## src/sv/source_text_tokenizer_defines.svh

```systemverilog
// Assertion macros shared by the tokenizer RTL.
`ifndef SOURCE_TEXT_TOKENIZER_DEFINES_SVH
`define SOURCE_TEXT_TOKENIZER_DEFINES_SVH

// Same-cycle implication, sampled on clk, off during reset.
`define STT_ASSERT_IMPL(lbl, ante, cons) \
  lbl: assert property (@(posedge clk) disable iff (!rst_n) (ante) |-> (cons)) \
    else $error("source_text_tokenizer: same-cycle check failed");

// Next-cycle implication, sampled on clk, off during reset.
`define STT_ASSERT_NEXT(lbl, ante, cons) \
  lbl: assert property (@(posedge clk) disable iff (!rst_n) (ante) |=> (cons)) \
    else $error("source_text_tokenizer: next-cycle check failed");

`endif

```

## src/sv/stt_pkg.sv

```systemverilog
// ----------------------------------------------------------------------------
// stt_pkg
// Types, constants and byte classing shared by the tokenizer modules.
// ----------------------------------------------------------------------------
package stt_pkg;

  localparam int MAX_NESTING = 16;
  localparam int DEPTH_W     = $clog2(MAX_NESTING + 1);
  localparam int STK_AW      = (MAX_NESTING > 1) ? $clog2(MAX_NESTING) : 1;

  // Token classes
  localparam logic [3:0] CLS_UNKNOWN = 4'd0;
  localparam logic [3:0] CLS_IDENT   = 4'd1;
  localparam logic [3:0] CLS_NUMBER  = 4'd2;
  localparam logic [3:0] CLS_UTF8    = 4'd3;
  localparam logic [3:0] CLS_LINE    = 4'd4;
  localparam logic [3:0] CLS_SIGN    = 4'd5;
  localparam logic [3:0] CLS_SPACE   = 4'd6;
  localparam logic [3:0] CLS_QUOTE   = 4'd7;
  localparam logic [3:0] CLS_BRACKET = 4'd8;
  localparam logic [3:0] CLS_COMMENT = 4'd9;

  // Characters
  localparam logic [7:0] CH_TAB    = 8'h09;
  localparam logic [7:0] CH_LF     = 8'h0A;
  localparam logic [7:0] CH_CR     = 8'h0D;
  localparam logic [7:0] CH_SPACE  = 8'h20;
  localparam logic [7:0] CH_DQUOTE = 8'h22;
  localparam logic [7:0] CH_SQUOTE = 8'h27;
  localparam logic [7:0] CH_LPAREN = 8'h28;
  localparam logic [7:0] CH_RPAREN = 8'h29;
  localparam logic [7:0] CH_STAR   = 8'h2A;
  localparam logic [7:0] CH_MINUS  = 8'h2D;
  localparam logic [7:0] CH_DOT    = 8'h2E;
  localparam logic [7:0] CH_SLASH  = 8'h2F;
  localparam logic [7:0] CH_LBRACK = 8'h5B;
  localparam logic [7:0] CH_BSLASH = 8'h5C;
  localparam logic [7:0] CH_RBRACK = 8'h5D;
  localparam logic [7:0] CH_LBRACE = 8'h7B;
  localparam logic [7:0] CH_RBRACE = 8'h7D;
  localparam logic [7:0] CH_CONT_LO = 8'h80;
  localparam logic [7:0] CH_LEAD_LO = 8'hC0;
  localparam logic [7:0] CH_LEAD3   = 8'hE0;
  localparam logic [7:0] CH_LEAD4   = 8'hF0;
  localparam logic [7:0] CH_LEAD_HI = 8'hF7;
  localparam logic [7:0] CH_DEL     = 8'h7F;

  typedef enum logic [4:0] {
    M_IDLE, M_IDENT, M_SIGN, M_SPACE, M_LINE, M_UTF, M_SLASH, M_LCOM,
    M_BCOM, M_QUOTE, M_BRACKET, M_ZERO, M_HEX0, M_HEX, M_INT, M_DOT,
    M_FRAC, M_EXPE, M_EXPM, M_EXP
  } mode_t;

  typedef enum logic [2:0] {
    I_NONE, I_SLASH, I_QUOTE, I_BCOM, I_LCOM
  } inner_t;

  typedef struct packed {
    logic [7:0] byte_value;
    logic       last_byte;
  } stt_in_t;

  typedef struct packed {
    logic [3:0]  token_class;
    logic [31:0] token_start;
    logic [31:0] token_length;
    logic        depth_overflow;
    logic        final_token;
  } stt_out_t;

  typedef struct packed {
    logic [7:0]  byte_value;
    logic [3:0]  cls;
    logic        last;
    logic [31:0] pos;
  } stt_item_t;

  typedef struct packed {
    logic flushing;
    logic held;
  } stt_lex_st_t;

  function automatic logic [3:0] stt_class(input logic [7:0] b);
    logic [3:0] r;
    if (b == CH_TAB || b == CH_SPACE) r = CLS_SPACE;
    else if (b == CH_LF || b == CH_CR) r = CLS_LINE;
    else if (b == CH_DQUOTE || b == CH_SQUOTE) r = CLS_QUOTE;
    else if (b == CH_LPAREN || b == CH_LBRACK || b == CH_LBRACE) r = CLS_BRACKET;
    else if (b == CH_SLASH) r = CLS_COMMENT;
    else if (b >= "0" && b <= "9") r = CLS_NUMBER;
    else if ((b >= "A" && b <= "Z") || (b >= "a" && b <= "z") || b == "_") r = CLS_IDENT;
    else if (b >= CH_LEAD_LO && b <= CH_LEAD_HI) r = CLS_UTF8;
    else if (b > CH_SPACE && b < CH_DEL && b != CH_RPAREN && b != CH_RBRACK
             && b != CH_RBRACE) r = CLS_SIGN;
    else r = CLS_UNKNOWN;
    return r;
  endfunction

  function automatic logic stt_is_hex(input logic [7:0] b);
    return (b >= "0" && b <= "9") || (b >= "a" && b <= "f") || (b >= "A" && b <= "F");
  endfunction

  function automatic logic [1:0] stt_closer_code(input logic [7:0] b);
    logic [1:0] r;
    if (b == CH_LPAREN) r = 2'd0;
    else if (b == CH_LBRACK) r = 2'd1;
    else r = 2'd2;
    return r;
  endfunction

  function automatic logic [7:0] stt_closer_char(input logic [1:0] code);
    logic [7:0] r;
    unique case (code)
      2'd1:    r = CH_RBRACK;
      2'd2:    r = CH_RBRACE;
      default: r = CH_RPAREN;
    endcase
    return r;
  endfunction

  function automatic logic [3:0] stt_mode_cls(input mode_t m);
    logic [3:0] r;
    unique case (m)
      M_IDENT:                 r = CLS_IDENT;
      M_SIGN, M_SLASH:         r = CLS_SIGN;
      M_SPACE:                 r = CLS_SPACE;
      M_LINE:                  r = CLS_LINE;
      M_LCOM, M_BCOM:          r = CLS_COMMENT;
      M_QUOTE:                 r = CLS_QUOTE;
      M_BRACKET:               r = CLS_BRACKET;
      M_ZERO, M_HEX0, M_HEX, M_INT, M_DOT,
      M_FRAC, M_EXPE, M_EXPM, M_EXP: r = CLS_NUMBER;
      default:                 r = CLS_UNKNOWN;
    endcase
    return r;
  endfunction

  // Saturating length add
  function automatic logic [31:0] stt_grow(input logic [31:0] len, input logic [1:0] n);
    logic [32:0] s;
    s = {1'b0, len} + {31'b0, n};
    return s[32] ? 32'hFFFF_FFFF : s[31:0];
  endfunction

endpackage

```

## src/sv/stt_front.sv

```systemverilog
// ----------------------------------------------------------------------------
// stt_front
// Input side: numbers each byte, classes it and queues it for the lexer.
// ----------------------------------------------------------------------------
module stt_front (
  input  logic               clk,
  input  logic               rst_n,
  input  logic               in_valid,
  output logic               in_stall,
  input  stt_pkg::stt_in_t   in_data,
  output logic               hd_valid,
  output stt_pkg::stt_item_t hd,
  input  logic               hd_pop
);
  import stt_pkg::*;

  stt_item_t   fifo_r [4];
  logic [1:0]  wp_r, wp_nxt, rp_r, rp_nxt;
  logic [2:0]  cnt_r, cnt_nxt;
  logic [31:0] pos_r, pos_nxt;
  logic        push, pop;

  assign in_stall = (cnt_r == 3'd4);
  assign push     = in_valid && !in_stall;
  assign hd_valid = (cnt_r != 3'd0);
  assign pop      = hd_pop && hd_valid;
  assign hd       = fifo_r[rp_r];

  always_comb begin
    wp_nxt  = push ? wp_r + 2'd1 : wp_r;
    rp_nxt  = pop ? rp_r + 2'd1 : rp_r;
    cnt_nxt = cnt_r + {2'b0, push} - {2'b0, pop};
    // restart numbering after the final byte of a text
    pos_nxt = push ? (in_data.last_byte ? 32'd0 : pos_r + 32'd1) : pos_r;
  end

  always_ff @(posedge clk) begin
    if (!rst_n) begin
      wp_r  <= '0;
      rp_r  <= '0;
      cnt_r <= '0;
      pos_r <= '0;
    end else begin
      wp_r  <= wp_nxt;
      rp_r  <= rp_nxt;
      cnt_r <= cnt_nxt;
      pos_r <= pos_nxt;
    end
  end

  always_ff @(posedge clk) begin
    if (push) begin
      fifo_r[wp_r] <= '{byte_value: in_data.byte_value,
                        cls:        stt_class(in_data.byte_value),
                        last:       in_data.last_byte,
                        pos:        pos_r};
    end
  end

endmodule

```

## src/sv/stt_lex.sv

```systemverilog
// ----------------------------------------------------------------------------
// stt_lex
// Lexer engine: one byte step per cycle while the output queue has room,
// replays held bytes on back-off, flushes open tokens at the end of a text.
// ----------------------------------------------------------------------------
module stt_lex (
  input  logic                 clk,
  input  logic                 rst_n,
  input  logic                 hd_valid,
  input  stt_pkg::stt_item_t   hd,
  output logic                 hd_pop,
  input  logic                 q_space,
  output logic                 push,
  output stt_pkg::stt_out_t    push_tok,
  output stt_pkg::stt_lex_st_t st
);
  import stt_pkg::*;

  mode_t        mode_r, mode_nxt;
  inner_t       inner_r, inner_nxt;
  logic [7:0]   pend_r [3];
  logic [7:0]   pend_nxt [3];
  logic [1:0]   pcnt_r, pcnt_nxt;
  logic [1:0]   stack_r [MAX_NESTING];
  logic         stk_we;
  logic [STK_AW-1:0] stk_wa;
  logic [1:0]   stk_wd;
  logic [DEPTH_W-1:0] depth_r, depth_nxt;
  logic [31:0]  start_r, start_nxt, len_r, len_nxt;
  logic         ovf_r, ovf_nxt;
  logic [7:0]   lead_r, lead_nxt, quote_r, quote_nxt;
  logic [1:0]   need_r, need_nxt;
  logic         esc_r, esc_nxt, star_r, star_nxt;
  logic [7:0]   rp_byte_r [3];
  logic [7:0]   rp_byte_nxt [3];
  logic [31:0]  rp_base_r, rp_base_nxt;
  logic [1:0]   rp_idx_r, rp_idx_nxt, rp_left_r, rp_left_nxt;
  logic         fl_r, fl_nxt;
  logic [31:0]  fl_pos_r, fl_pos_nxt;
  logic         p_valid_r, p_valid_nxt;
  stt_out_t     p_tok_r, p_tok_nxt;
  logic         emit_w, done_w;
  stt_out_t     tok_w;

  assign st = '{flushing: fl_r, held: p_valid_r};

  always_comb begin : lex_next
    logic [7:0]  b;
    logic [3:0]  c;
    logic [31:0] pos;
    logic        from_rp, go, feed, consume, closev, rel, do_start, last_step;
    logic [3:0]  ccls;
    logic [31:0] lenv;
    logic        ovfv;
    logic [DEPTH_W-1:0] d;
    logic [STK_AW-1:0]  d_m1;
    logic [1:0]  topc;
    logic        bskip;

    mode_nxt = mode_r;   inner_nxt = inner_r; pend_nxt = pend_r; pcnt_nxt = pcnt_r;
    depth_nxt = depth_r; start_nxt = start_r; len_nxt = len_r;   ovf_nxt = ovf_r;
    lead_nxt = lead_r;   quote_nxt = quote_r; need_nxt = need_r;
    esc_nxt = esc_r;     star_nxt = star_r;
    rp_byte_nxt = rp_byte_r; rp_base_nxt = rp_base_r;
    rp_idx_nxt = rp_idx_r;   rp_left_nxt = rp_left_r;
    fl_nxt = fl_r; fl_pos_nxt = fl_pos_r;
    stk_we = 1'b0; stk_wa = '0; stk_wd = '0;
    hd_pop = 1'b0; emit_w = 1'b0; done_w = 1'b0; tok_w = '0;

    from_rp   = (rp_left_r != 2'd0);
    b         = from_rp ? rp_byte_r[rp_idx_r] : hd.byte_value;
    c         = from_rp ? stt_class(b) : hd.cls;
    pos       = from_rp ? rp_base_r + {30'b0, rp_idx_r} : hd.pos;
    last_step = fl_r || (hd_valid && hd.last);
    go        = q_space && (from_rp || fl_r || hd_valid);
    feed      = from_rp || !fl_r;
    consume = 1'b0; closev = 1'b0; rel = 1'b0; do_start = 1'b0;
    ccls = CLS_UNKNOWN; lenv = len_r; ovfv = ovf_r; bskip = 1'b0;
    d = depth_r;
    d_m1 = STK_AW'(d - DEPTH_W'(1));
    topc = stack_r[d_m1];

    if (go && feed) begin
      unique case (mode_r)
        M_IDLE: do_start = 1'b1;
        M_IDENT: begin
          if (c == CLS_IDENT || c == CLS_NUMBER) begin
            lenv = stt_grow(len_r, 2'd1); consume = 1'b1;
          end else begin
            closev = 1'b1; ccls = CLS_IDENT; do_start = 1'b1;
          end
        end
        M_SIGN: begin
          if (c == CLS_SIGN) begin
            lenv = stt_grow(len_r, 2'd1); consume = 1'b1;
          end else begin
            closev = 1'b1; ccls = CLS_SIGN; do_start = 1'b1;
          end
        end
        M_SPACE: begin
          if (c == CLS_SPACE) begin
            lenv = stt_grow(len_r, 2'd1); consume = 1'b1;
          end else begin
            closev = 1'b1; ccls = CLS_SPACE; do_start = 1'b1;
          end
        end
        M_LINE: begin
          closev = 1'b1; ccls = CLS_LINE;
          if (c == CLS_LINE && b != lead_r) begin
            lenv = stt_grow(len_r, 2'd1); consume = 1'b1;
          end else begin
            do_start = 1'b1;
          end
        end
        M_UTF: begin
          if (b >= CH_CONT_LO && b < CH_LEAD_LO) begin
            consume = 1'b1;
            if ({1'b0, pcnt_r} + 3'd1 >= {1'b0, need_r}) begin
              lenv = stt_grow(len_r, pcnt_r + 2'd1); closev = 1'b1; ccls = CLS_UTF8;
            end else begin
              pend_nxt[pcnt_r] = b; pcnt_nxt = pcnt_r + 2'd1;
            end
          end else begin
            rel = 1'b1; ccls = CLS_UNKNOWN;
          end
        end
        M_SLASH: begin
          if (b == CH_STAR) begin
            lenv = stt_grow(len_r, 2'd1); star_nxt = 1'b0; mode_nxt = M_BCOM;
            consume = 1'b1;
          end else if (b == CH_SLASH) begin
            lenv = stt_grow(len_r, 2'd1); mode_nxt = M_LCOM; consume = 1'b1;
          end else if (c == CLS_SIGN) begin
            lenv = stt_grow(len_r, 2'd1); mode_nxt = M_SIGN; consume = 1'b1;
          end else begin
            closev = 1'b1; ccls = CLS_SIGN; do_start = 1'b1;
          end
        end
        M_LCOM: begin
          if (c == CLS_LINE) begin
            closev = 1'b1; ccls = CLS_COMMENT; do_start = 1'b1;
          end else begin
            lenv = stt_grow(len_r, 2'd1); consume = 1'b1;
          end
        end
        M_BCOM: begin
          lenv = stt_grow(len_r, 2'd1); consume = 1'b1;
          if (star_r && b == CH_SLASH) begin
            closev = 1'b1; ccls = CLS_COMMENT;
          end else begin
            star_nxt = (b == CH_STAR);
          end
        end
        M_QUOTE: begin
          if (esc_r) begin
            lenv = stt_grow(len_r, 2'd1); esc_nxt = 1'b0; consume = 1'b1;
          end else if (b == quote_r) begin
            lenv = stt_grow(len_r, 2'd1); closev = 1'b1; ccls = CLS_QUOTE; consume = 1'b1;
          end else if (b == CH_CR || b == CH_LF) begin
            closev = 1'b1; ccls = CLS_QUOTE; do_start = 1'b1;
          end else begin
            lenv = stt_grow(len_r, 2'd1); esc_nxt = (b == CH_BSLASH); consume = 1'b1;
          end
        end
        M_BRACKET: begin
          lenv = stt_grow(len_r, 2'd1); consume = 1'b1;
          unique case (inner_r)
            I_QUOTE: begin
              bskip = 1'b1;
              if (esc_r) esc_nxt = 1'b0;
              else if (b == quote_r || b == CH_CR || b == CH_LF) inner_nxt = I_NONE;
              else esc_nxt = (b == CH_BSLASH);
            end
            I_BCOM: begin
              bskip = 1'b1;
              if (star_r && b == CH_SLASH) inner_nxt = I_NONE;
              else star_nxt = (b == CH_STAR);
            end
            I_LCOM: begin
              bskip = 1'b1;
              if (c == CLS_LINE) inner_nxt = I_NONE;
            end
            I_SLASH: begin
              if (b == CH_STAR) begin
                bskip = 1'b1; inner_nxt = I_BCOM; star_nxt = 1'b0;
              end else if (b == CH_SLASH) begin
                bskip = 1'b1; inner_nxt = I_LCOM;
              end else begin
                inner_nxt = I_NONE;
              end
            end
            default: ;
          endcase
          if (!bskip) begin
            if (d >= DEPTH_W'(1) && d <= DEPTH_W'(MAX_NESTING)
                && b == stt_closer_char(topc)) begin
              depth_nxt = d - DEPTH_W'(1);
              if (d == DEPTH_W'(1)) begin
                closev = 1'b1; ccls = CLS_BRACKET;
              end
            end else if (c == CLS_QUOTE) begin
              inner_nxt = I_QUOTE; quote_nxt = b; esc_nxt = 1'b0;
            end else if (c == CLS_COMMENT) begin
              inner_nxt = I_SLASH;
            end else if (c == CLS_BRACKET) begin
              if (d < DEPTH_W'(MAX_NESTING)) begin
                stk_we = 1'b1; stk_wa = STK_AW'(d); stk_wd = stt_closer_code(b);
                depth_nxt = d + DEPTH_W'(1);
              end else begin
                ovfv = 1'b1;
              end
            end
          end
        end
        M_ZERO: begin
          if (b == "x" || b == "X") begin
            pend_nxt[pcnt_r] = b; pcnt_nxt = pcnt_r + 2'd1; mode_nxt = M_HEX0;
            consume = 1'b1;
          end else begin
            closev = 1'b1; ccls = CLS_NUMBER; do_start = 1'b1;
          end
        end
        M_HEX0: begin
          if (stt_is_hex(b)) begin
            lenv = stt_grow(len_r, 2'd2); pcnt_nxt = 2'd0; mode_nxt = M_HEX;
            consume = 1'b1;
          end else begin
            rel = 1'b1; ccls = CLS_NUMBER;
          end
        end
        M_HEX: begin
          if (stt_is_hex(b)) begin
            lenv = stt_grow(len_r, 2'd1); consume = 1'b1;
          end else begin
            closev = 1'b1; ccls = CLS_NUMBER; do_start = 1'b1;
          end
        end
        M_INT, M_FRAC: begin
          if (c == CLS_NUMBER) begin
            lenv = stt_grow(len_r, 2'd1); consume = 1'b1;
          end else if (b == CH_DOT && mode_r == M_INT) begin
            pend_nxt[pcnt_r] = b; pcnt_nxt = pcnt_r + 2'd1; mode_nxt = M_DOT;
            consume = 1'b1;
          end else if (b == "e" || b == "E") begin
            pend_nxt[pcnt_r] = b; pcnt_nxt = pcnt_r + 2'd1; mode_nxt = M_EXPE;
            consume = 1'b1;
          end else begin
            closev = 1'b1; ccls = CLS_NUMBER; do_start = 1'b1;
          end
        end
        M_DOT: begin
          if (c == CLS_NUMBER) begin
            lenv = stt_grow(len_r, 2'd2); pcnt_nxt = 2'd0; mode_nxt = M_FRAC;
            consume = 1'b1;
          end else begin
            rel = 1'b1; ccls = CLS_NUMBER;
          end
        end
        M_EXPE: begin
          if (b == CH_MINUS) begin
            pend_nxt[pcnt_r] = b; pcnt_nxt = pcnt_r + 2'd1; mode_nxt = M_EXPM;
            consume = 1'b1;
          end else if (c == CLS_NUMBER) begin
            lenv = stt_grow(len_r, pcnt_r + 2'd1); pcnt_nxt = 2'd0; mode_nxt = M_EXP;
            consume = 1'b1;
          end else begin
            rel = 1'b1; ccls = CLS_NUMBER;
          end
        end
        M_EXPM: begin
          if (c == CLS_NUMBER) begin
            lenv = stt_grow(len_r, 2'd3); pcnt_nxt = 2'd0; mode_nxt = M_EXP;
            consume = 1'b1;
          end else begin
            rel = 1'b1; ccls = CLS_NUMBER;
          end
        end
        M_EXP: begin
          if (c == CLS_NUMBER) begin
            lenv = stt_grow(len_r, 2'd1); consume = 1'b1;
          end else begin
            closev = 1'b1; ccls = CLS_NUMBER; do_start = 1'b1;
          end
        end
        default: ;
      endcase
    end else if (go) begin
      // end of text: back off what is held, then close what is open
      pos = fl_pos_r;
      priority case (mode_r)
        M_UTF: begin
          rel = 1'b1; ccls = CLS_UNKNOWN;
        end
        M_HEX0, M_DOT, M_EXPE, M_EXPM: begin
          rel = 1'b1; ccls = CLS_NUMBER;
        end
        M_IDLE: done_w = 1'b1;
        default: begin
          closev = 1'b1; ccls = stt_mode_cls(mode_r);
        end
      endcase
    end

    len_nxt = lenv;
    ovf_nxt = ovfv;

    if (rel) begin
      rp_byte_nxt = pend_r;
      rp_left_nxt = pcnt_r;
      rp_idx_nxt  = 2'd0;
      rp_base_nxt = pos - {30'b0, pcnt_r};
    end

    if (closev || rel) begin
      emit_w = 1'b1;
      tok_w  = '{token_class: ccls, token_start: start_r, token_length: lenv,
                 depth_overflow: ovfv, final_token: 1'b0};
      mode_nxt = M_IDLE; pcnt_nxt = 2'd0; inner_nxt = I_NONE;
    end

    if (do_start) begin
      // an unknown byte after a close is not taken here and gets its own token from idle
      if (!(closev && c == CLS_UNKNOWN)) begin
        consume = 1'b1;
        start_nxt = pos; len_nxt = 32'd1; ovf_nxt = 1'b0; pcnt_nxt = 2'd0;
        unique case (c)
          CLS_IDENT:  mode_nxt = M_IDENT;
          CLS_NUMBER: mode_nxt = (b == "0") ? M_ZERO : M_INT;
          CLS_UTF8: begin
            lead_nxt = b;
            need_nxt = (b < CH_LEAD3) ? 2'd1 : ((b < CH_LEAD4) ? 2'd2 : 2'd3);
            mode_nxt = M_UTF;
          end
          CLS_LINE: begin
            lead_nxt = b; mode_nxt = M_LINE;
          end
          CLS_SIGN:  mode_nxt = M_SIGN;
          CLS_SPACE: mode_nxt = M_SPACE;
          CLS_QUOTE: begin
            quote_nxt = b; esc_nxt = 1'b0; mode_nxt = M_QUOTE;
          end
          CLS_BRACKET: begin
            depth_nxt = DEPTH_W'(1);
            stk_we = 1'b1; stk_wa = '0; stk_wd = stt_closer_code(b);
            inner_nxt = I_NONE; mode_nxt = M_BRACKET;
          end
          CLS_COMMENT: mode_nxt = M_SLASH;
          default: begin
            emit_w = 1'b1;
            tok_w  = '{token_class: CLS_UNKNOWN, token_start: pos, token_length: 32'd1,
                       depth_overflow: 1'b0, final_token: 1'b0};
          end
        endcase
      end
    end

    if (consume) begin
      if (from_rp) begin
        rp_idx_nxt  = rp_idx_r + 2'd1;
        rp_left_nxt = rp_left_r - 2'd1;
      end else begin
        hd_pop = 1'b1;
        if (hd.last) begin
          fl_nxt     = 1'b1;
          fl_pos_nxt = hd.pos + 32'd1;
        end
      end
    end

    // hold back the newest token of a final step so that it can carry the mark
    p_valid_nxt = p_valid_r;
    p_tok_nxt   = p_tok_r;
    if (emit_w && last_step) begin
      p_valid_nxt = 1'b1;
      p_tok_nxt   = tok_w;
    end
    if (done_w) begin
      p_valid_nxt = 1'b0;
      fl_nxt      = 1'b0;
      depth_nxt   = '0;
      ovf_nxt     = 1'b0;
      len_nxt     = '0;
    end
  end

  always_comb begin : lex_out
    push     = 1'b0;
    push_tok = tok_w;
    if (done_w) begin
      push     = p_valid_r;
      push_tok = p_tok_r;
      push_tok.final_token = 1'b1;
    end else if (emit_w && fl_r) begin
      push     = p_valid_r;
      push_tok = p_tok_r;
    end else if (emit_w && hd_valid && hd.last) begin
      push     = p_valid_r;
      push_tok = p_tok_r;
    end else if (emit_w) begin
      push     = 1'b1;
    end
  end

  always_ff @(posedge clk) begin
    if (!rst_n) begin
      mode_r    <= M_IDLE;
      inner_r   <= I_NONE;
      pcnt_r    <= '0;
      depth_r   <= '0;
      start_r   <= '0;
      len_r     <= '0;
      ovf_r     <= 1'b0;
      esc_r     <= 1'b0;
      star_r    <= 1'b0;
      rp_idx_r  <= '0;
      rp_left_r <= '0;
      fl_r      <= 1'b0;
      p_valid_r <= 1'b0;
    end else begin
      mode_r    <= mode_nxt;
      inner_r   <= inner_nxt;
      pcnt_r    <= pcnt_nxt;
      depth_r   <= depth_nxt;
      start_r   <= start_nxt;
      len_r     <= len_nxt;
      ovf_r     <= ovf_nxt;
      esc_r     <= esc_nxt;
      star_r    <= star_nxt;
      rp_idx_r  <= rp_idx_nxt;
      rp_left_r <= rp_left_nxt;
      fl_r      <= fl_nxt;
      p_valid_r <= p_valid_nxt;
    end
  end

  always_ff @(posedge clk) begin
    pend_r    <= pend_nxt;
    lead_r    <= lead_nxt;
    quote_r   <= quote_nxt;
    need_r    <= need_nxt;
    rp_byte_r <= rp_byte_nxt;
    rp_base_r <= rp_base_nxt;
    fl_pos_r  <= fl_pos_nxt;
    p_tok_r   <= p_tok_nxt;
    if (stk_we) begin
      stack_r[stk_wa] <= stk_wd;
    end
  end

endmodule

```

## src/sv/stt_outq.sv

```systemverilog
// ----------------------------------------------------------------------------
// stt_outq
// Two-entry result queue: parts the lexer from a stalling receiver.
// ----------------------------------------------------------------------------
module stt_outq (
  input  logic              clk,
  input  logic              rst_n,
  input  logic              push,
  input  stt_pkg::stt_out_t push_tok,
  output logic              space,
  output logic              out_valid,
  input  logic              out_stall,
  output stt_pkg::stt_out_t out_data
);
  import stt_pkg::*;

  stt_out_t   q_r [2];
  logic       wp_r, wp_nxt, rp_r, rp_nxt;
  logic [1:0] cnt_r, cnt_nxt;
  logic       pop, wr;

  assign space     = (cnt_r != 2'd2);
  assign out_valid = (cnt_r != 2'd0);
  assign out_data  = q_r[rp_r];
  assign pop       = out_valid && !out_stall;
  assign wr        = push && space;

  always_comb begin
    wp_nxt  = wr ? ~wp_r : wp_r;
    rp_nxt  = pop ? ~rp_r : rp_r;
    cnt_nxt = cnt_r + {1'b0, wr} - {1'b0, pop};
  end

  always_ff @(posedge clk) begin
    if (!rst_n) begin
      wp_r  <= 1'b0;
      rp_r  <= 1'b0;
      cnt_r <= '0;
    end else begin
      wp_r  <= wp_nxt;
      rp_r  <= rp_nxt;
      cnt_r <= cnt_nxt;
    end
  end

  always_ff @(posedge clk) begin
    if (wr) begin
      q_r[wp_r] <= push_tok;
    end
  end

endmodule

```

## src/sv/source_text_tokenizer.sv

```systemverilog
// Source text tokenizer.
// in_valid/in_stall/in_data carry one byte of text and its last-byte mark;
// a byte is taken at a clock edge with in_valid high and in_stall low.
// out_valid/out_stall/out_data carry one token each: class, start offset,
// length, bracket overflow flag and a mark on the last token of a text.
// Bytes queue in a four-entry input buffer; the lexer steps one byte per
// cycle while the output queue has room, so a text inside tokens flows at
// one byte per cycle unless the receiver stalls. A token that ends on a
// byte that is itself an unknown or stray-closer token leaves that byte to
// a step of its own; a backed-off number or broken UTF-8 sequence first
// reports the accepted part, then replays each held byte (at most two) one
// per cycle while the queue has room; the end of a text closes the open
// token, then marks the final token. Each token passes the registered
// output queue to out_data. When the receiver stalls, the two-entry output
// queue and then the input buffer fill, and in_stall rises; nothing is lost.
// Reset (rst_n low, synchronous) empties both queues and returns the lexer
// to idle with the offset counter at zero; the offset also restarts at zero
// after every last byte.
// ----------------------------------------------------------------------------
// source_text_tokenizer
// Top level: input buffer, lexer engine and output queue.
// ----------------------------------------------------------------------------
`include "source_text_tokenizer_defines.svh"

module source_text_tokenizer (
  input  logic              clk,
  input  logic              rst_n,
  input  logic              in_valid,
  output logic              in_stall,
  input  stt_pkg::stt_in_t  in_data,
  output logic              out_valid,
  input  logic              out_stall,
  output stt_pkg::stt_out_t out_data
);
  import stt_pkg::*;

  logic        hd_valid, hd_pop, q_space, lx_push;
  stt_item_t   hd;
  stt_out_t    lx_tok;
  stt_lex_st_t lx_st;

  stt_front u_front (
    .clk      (clk),
    .rst_n    (rst_n),
    .in_valid (in_valid),
    .in_stall (in_stall),
    .in_data  (in_data),
    .hd_valid (hd_valid),
    .hd       (hd),
    .hd_pop   (hd_pop)
  );

  stt_lex u_lex (
    .clk      (clk),
    .rst_n    (rst_n),
    .hd_valid (hd_valid),
    .hd       (hd),
    .hd_pop   (hd_pop),
    .q_space  (q_space),
    .push     (lx_push),
    .push_tok (lx_tok),
    .st       (lx_st)
  );

  stt_outq u_outq (
    .clk       (clk),
    .rst_n     (rst_n),
    .push      (lx_push),
    .push_tok  (lx_tok),
    .space     (q_space),
    .out_valid (out_valid),
    .out_stall (out_stall),
    .out_data  (out_data)
  );

  `STT_ASSERT_IMPL(a_push_has_room, lx_push, q_space)
  `STT_ASSERT_IMPL(a_len_nonzero, out_valid, out_data.token_length != 32'd0)
  `STT_ASSERT_IMPL(a_ovf_only_bracket, out_valid && out_data.depth_overflow,
                   out_data.token_class == CLS_BRACKET)
  `STT_ASSERT_NEXT(a_final_ends_text, lx_push && lx_tok.final_token,
                   !lx_st.flushing && !lx_st.held)

endmodule

```

## config.mk

```make
export PLATFORM = sky130hd
export DESIGN_NAME = source_text_tokenizer
export DESIGN_NICKNAME = d
export VERILOG_FILES = /design/src/sv/stt_pkg.sv /design/src/sv/stt_front.sv /design/src/sv/stt_lex.sv /design/src/sv/stt_outq.sv /design/src/sv/source_text_tokenizer.sv
export VERILOG_INCLUDE_DIRS = /design/src /design/src/sv
export SDC_FILE = /design/constraint.sdc
export NUM_CORES = 2
export LEC_CHECK = 0
export ABC_AREA = 1
export BUFFER_PORTS_ARGS = -buffer_cell sky130_fd_sc_hd__buf_2
export CORE_UTILIZATION = 35
export CTS_BUF_LIST = sky130_fd_sc_hd__clkbuf_8 sky130_fd_sc_hd__clkbuf_16
export DETAILED_ROUTE_END_ITERATION = 8
export HOLD_SLACK_MARGIN = 0.03
export PLACE_DENSITY = 0.58
export SLEW_MARGIN = 20
export SYNTH_ARGS = -nofsm -noshare
export SYNTH_HDL_FRONTEND = slang
export SYNTH_HIERARCHICAL = 1
export SYNTH_SLANG_ARGS = --single-unit
```

## constraint.sdc

```tcl
create_clock -name clk -period 15.9 [get_ports clk]
set_input_delay 1.59 -clock clk [delete_from_list [all_inputs] [get_ports clk]]
set_output_delay 1.59 -clock clk [all_outputs]
set_load 0.01 [all_outputs]
```

==> results.sh <==
export IMPL_crit_slowest_cell="inv_2"
export IMPL_cts_buffer_depth=3
export IMPL_path_common_cell="nand2_1"
export IMPL_grt_antenna_before_repair=1
export IMPL_fin_area_sq_um=44060
export IMPL_chipHeight_um=339.8
export IMPL_cpPeakStageDelay_ps=850
export IMPL_reg2reg_setup_slack_ps=8110
export IMPL_maxCapViolations=0
export IMPL_worstHoldStart="u_lex/pend_r[8]"
export IMPL_combPwrFrac=0.365
export IMPL_core_region_area_sq_um=112800
export IMPL_numCtsBuffers=74
export IMPL_min_path_type="flop to flop"
export IMPL_first_pass_iters=7
export IMPL_fin_cells=6360
export IMPL_worst_slack_ps=8105
export IMPL_skew_ps=35.05
export IMPL_switching_share=0.3902
export IMPL_grt_overflow=0
export IMPL_cp_start_kind="flop"
export IMPL_root_buffer="clkbuf_16"
export IMPL_cts_setup_buffers=0
export IMPL_wl_per_cell_um=20.35
export IMPL_relSlewSlack=0.2558
export IMPL_power_leakage_nw=17.00
export IMPL_place_hpwl_mm=86.91
export IMPL_slew_viol_final=0
export IMPL_worst_pin_slew_ps=1115
export IMPL_critPathArrivalTime_ps=8280
export IMPL_final_nets=4847
export IMPL_start_util=0.3541
export IMPL_cts_htree_levels=3
export IMPL_power_density_nw_per_um2=157.1
export IMPL_clock_fmax_ghz=0.1283
export IMPL_dpl_cell_area_sq_um=41610
export IMPL_synthesis_area_sq_um=39950
export IMPL_drt_iter0_drc=3579
export IMPL_grt_pass1_wl_mm=195.0
export IMPL_area_delta_synth_final_pct=10.29
export IMPL_holdPathStages=0
export IMPL_io_pins=85
export IMPL_row_count=123
export IMPL_synth_avg_cell_area_sq_um=8.312
export IMPL_critical_path_class="flop to flop"
export IMPL_layout_common_cells="nand2_1 (999), nor2_1 (632), edfxtp_1 (543), inv_1 (434), o21ai_0 (373)"
export IMPL_fin_crit_sh=0.4902
export IMPL_clock_latency_ps=640
export IMPL_p_int_mw=4.220
export IMPL_postRouteAntennaNets=0
export IMPL_grt_util_all_layers=0.2168
export IMPL_grt_pass1_vias=31680
export IMPL_cp_data_required_time_ps=16380
export IMPL_tns_ps=0
export IMPL_via_count=34370
export IMPL_placedCellCount=6222
export IMPL_switchingPower_mw=2.700
export IMPL_cp_max_fo=53
export IMPL_vias_per_cell=5.404
export IMPL_seqPwrFrac=0.388
export IMPL_final_common_cell="nand2_1"
export IMPL_cts_hold_buf=0
export IMPL_whs_endpoint="u_lex/rp_byte_r[8]"
export IMPL_rr_worst_depth=29
export IMPL_gp_congestion=0.9883
export IMPL_synth_nets=4855
export IMPL_p_clk_frac=0.248
export IMPL_grt_max_degree=91
export IMPL_cts_resized=0
export IMPL_preCtsSetupSlack_ps=8073
export IMPL_routed_wl_mm=129.5
export IMPL_drc=0
export IMPL_path_clk_slew_ps=70
export IMPL_portBuffers=84
export IMPL_status="complete, no violations"
export IMPL_yosys_warnings=6
export IMPL_fin_crit_ps=7795
export IMPL_cp_end_kind="flop"
export IMPL_cts_sinks=689
export IMPL_tritoncts="done"
export IMPL_rsz0062_at_grt="false"
export IMPL_syn_inst=4806
export IMPL_dieArea_sq_um=115500
export IMPL_drive_above_1_share=0.09735
export IMPL_setup_violations=0
export IMPL_vdd_drop_max_v=0.0001251
export IMPL_hold_viol=0
export IMPL_die_x_um=339.8
export IMPL_timing_rr_end="u_outq/q_r[1][47]"
==> layout make-up <==
cell class | instances | area (sq um)
repair buffers | 135 | 803.3
clock inverters | 55 | 471.7
multi-input cells | 3413 | 17870
diodes | 1 | 2.502
inverters | 485 | 1824
well taps | 1500 | 1877
clock buffers | 82 | 1973
fillers | 11420 | 68750
flip-flops and latches | 689 | 19230
==> power groups by stage <==
stage	logic (mW)	clock network (mW)	registers, mW
3_3_place_gp	2.50	0	2.71
5_1_grt	2.77	1.82	2.72
6_report	2.52	1.71	2.68
2_1_floorplan	1.72	0	2.68
4_1_cts	2.53	1.75	2.68
3_5_place_dp	2.52	0	2.72
==> metal layers <==
metal / vias up / global-route usage / wire length (um) / share of wire
met3: 294 / 0.03055 / 10430 / 0.081
met4: 0 / 0.08643 / 5387 / 0.042
met5: - / 0 / 0 / 0
met1: 16180 / 0.3093 / 57690 / 0.45
met2: 1515 / 0.3300 / 55940 / 0.43
li1: 16380 / - / - / -
==> metrics by stage <==
step	utilization	hold WS (ps)	power, mW
after floorplan	-	400.3	4.401
after global placement	0.3688	400.9	5.205
after detailed placement	0.3688	405.4	5.237
after CTS	0.3905	409.0	6.965
after global routing	0.3905	420.0	7.301
final	0.3905	405.3	6.920
==> worst max-delay path by stage <==
stage | startpoint | endpoint | slack [ps] | cells past startpoint
2_1_floorplan | u_lex/depth_r[0] | u_outq/q_r[0][0] | 7190 | 36
3_3_place_gp | flop | u_outq/q_r[0][60] | 8260 | 30
3_5_place_dp | flop | u_outq/q_r[1][55] | 8070 | 29
4_1_cts | flop | u_outq/q_r[1][47] | 8060 | 29
5_1_grt | flop | u_outq/q_r[1][36] | 7430 | 34
6_report | flop | u_outq/q_r[1][47] | 8110 | 29
==> sequential cells by signal, summed over array words and instances, names as in the netlist, 5 cells and up, named ones only <==
signal	cells
u_lex/rp_base_r	32
u_lex/stack_r	32
u_lex/len_r	32
u_front/fifo_r	180
u_lex/pend_r	24
u_outq/q_r	140
u_lex/start_r	32
u_front/pos_r	32
u_lex/fl_pos_r	32
u_lex/mode_r	5
u_lex/p_tok_r	69
u_lex/quote_r	8
u_lex/lead_r	8
u_lex/rp_byte_r	24
u_lex/depth_r	5
==> critical path, delay by kind of cell (launching register included) <==
| family | cells | cell delay [ps] |
|---|---|---|
| simple gates | 21 | 4740 |
| flops | 1 | 320 |
| buf+inv | 5 | 2110 |
| compound gates | 3 | 400 |
No activity file was read; power rests on OpenSTA's default activity.
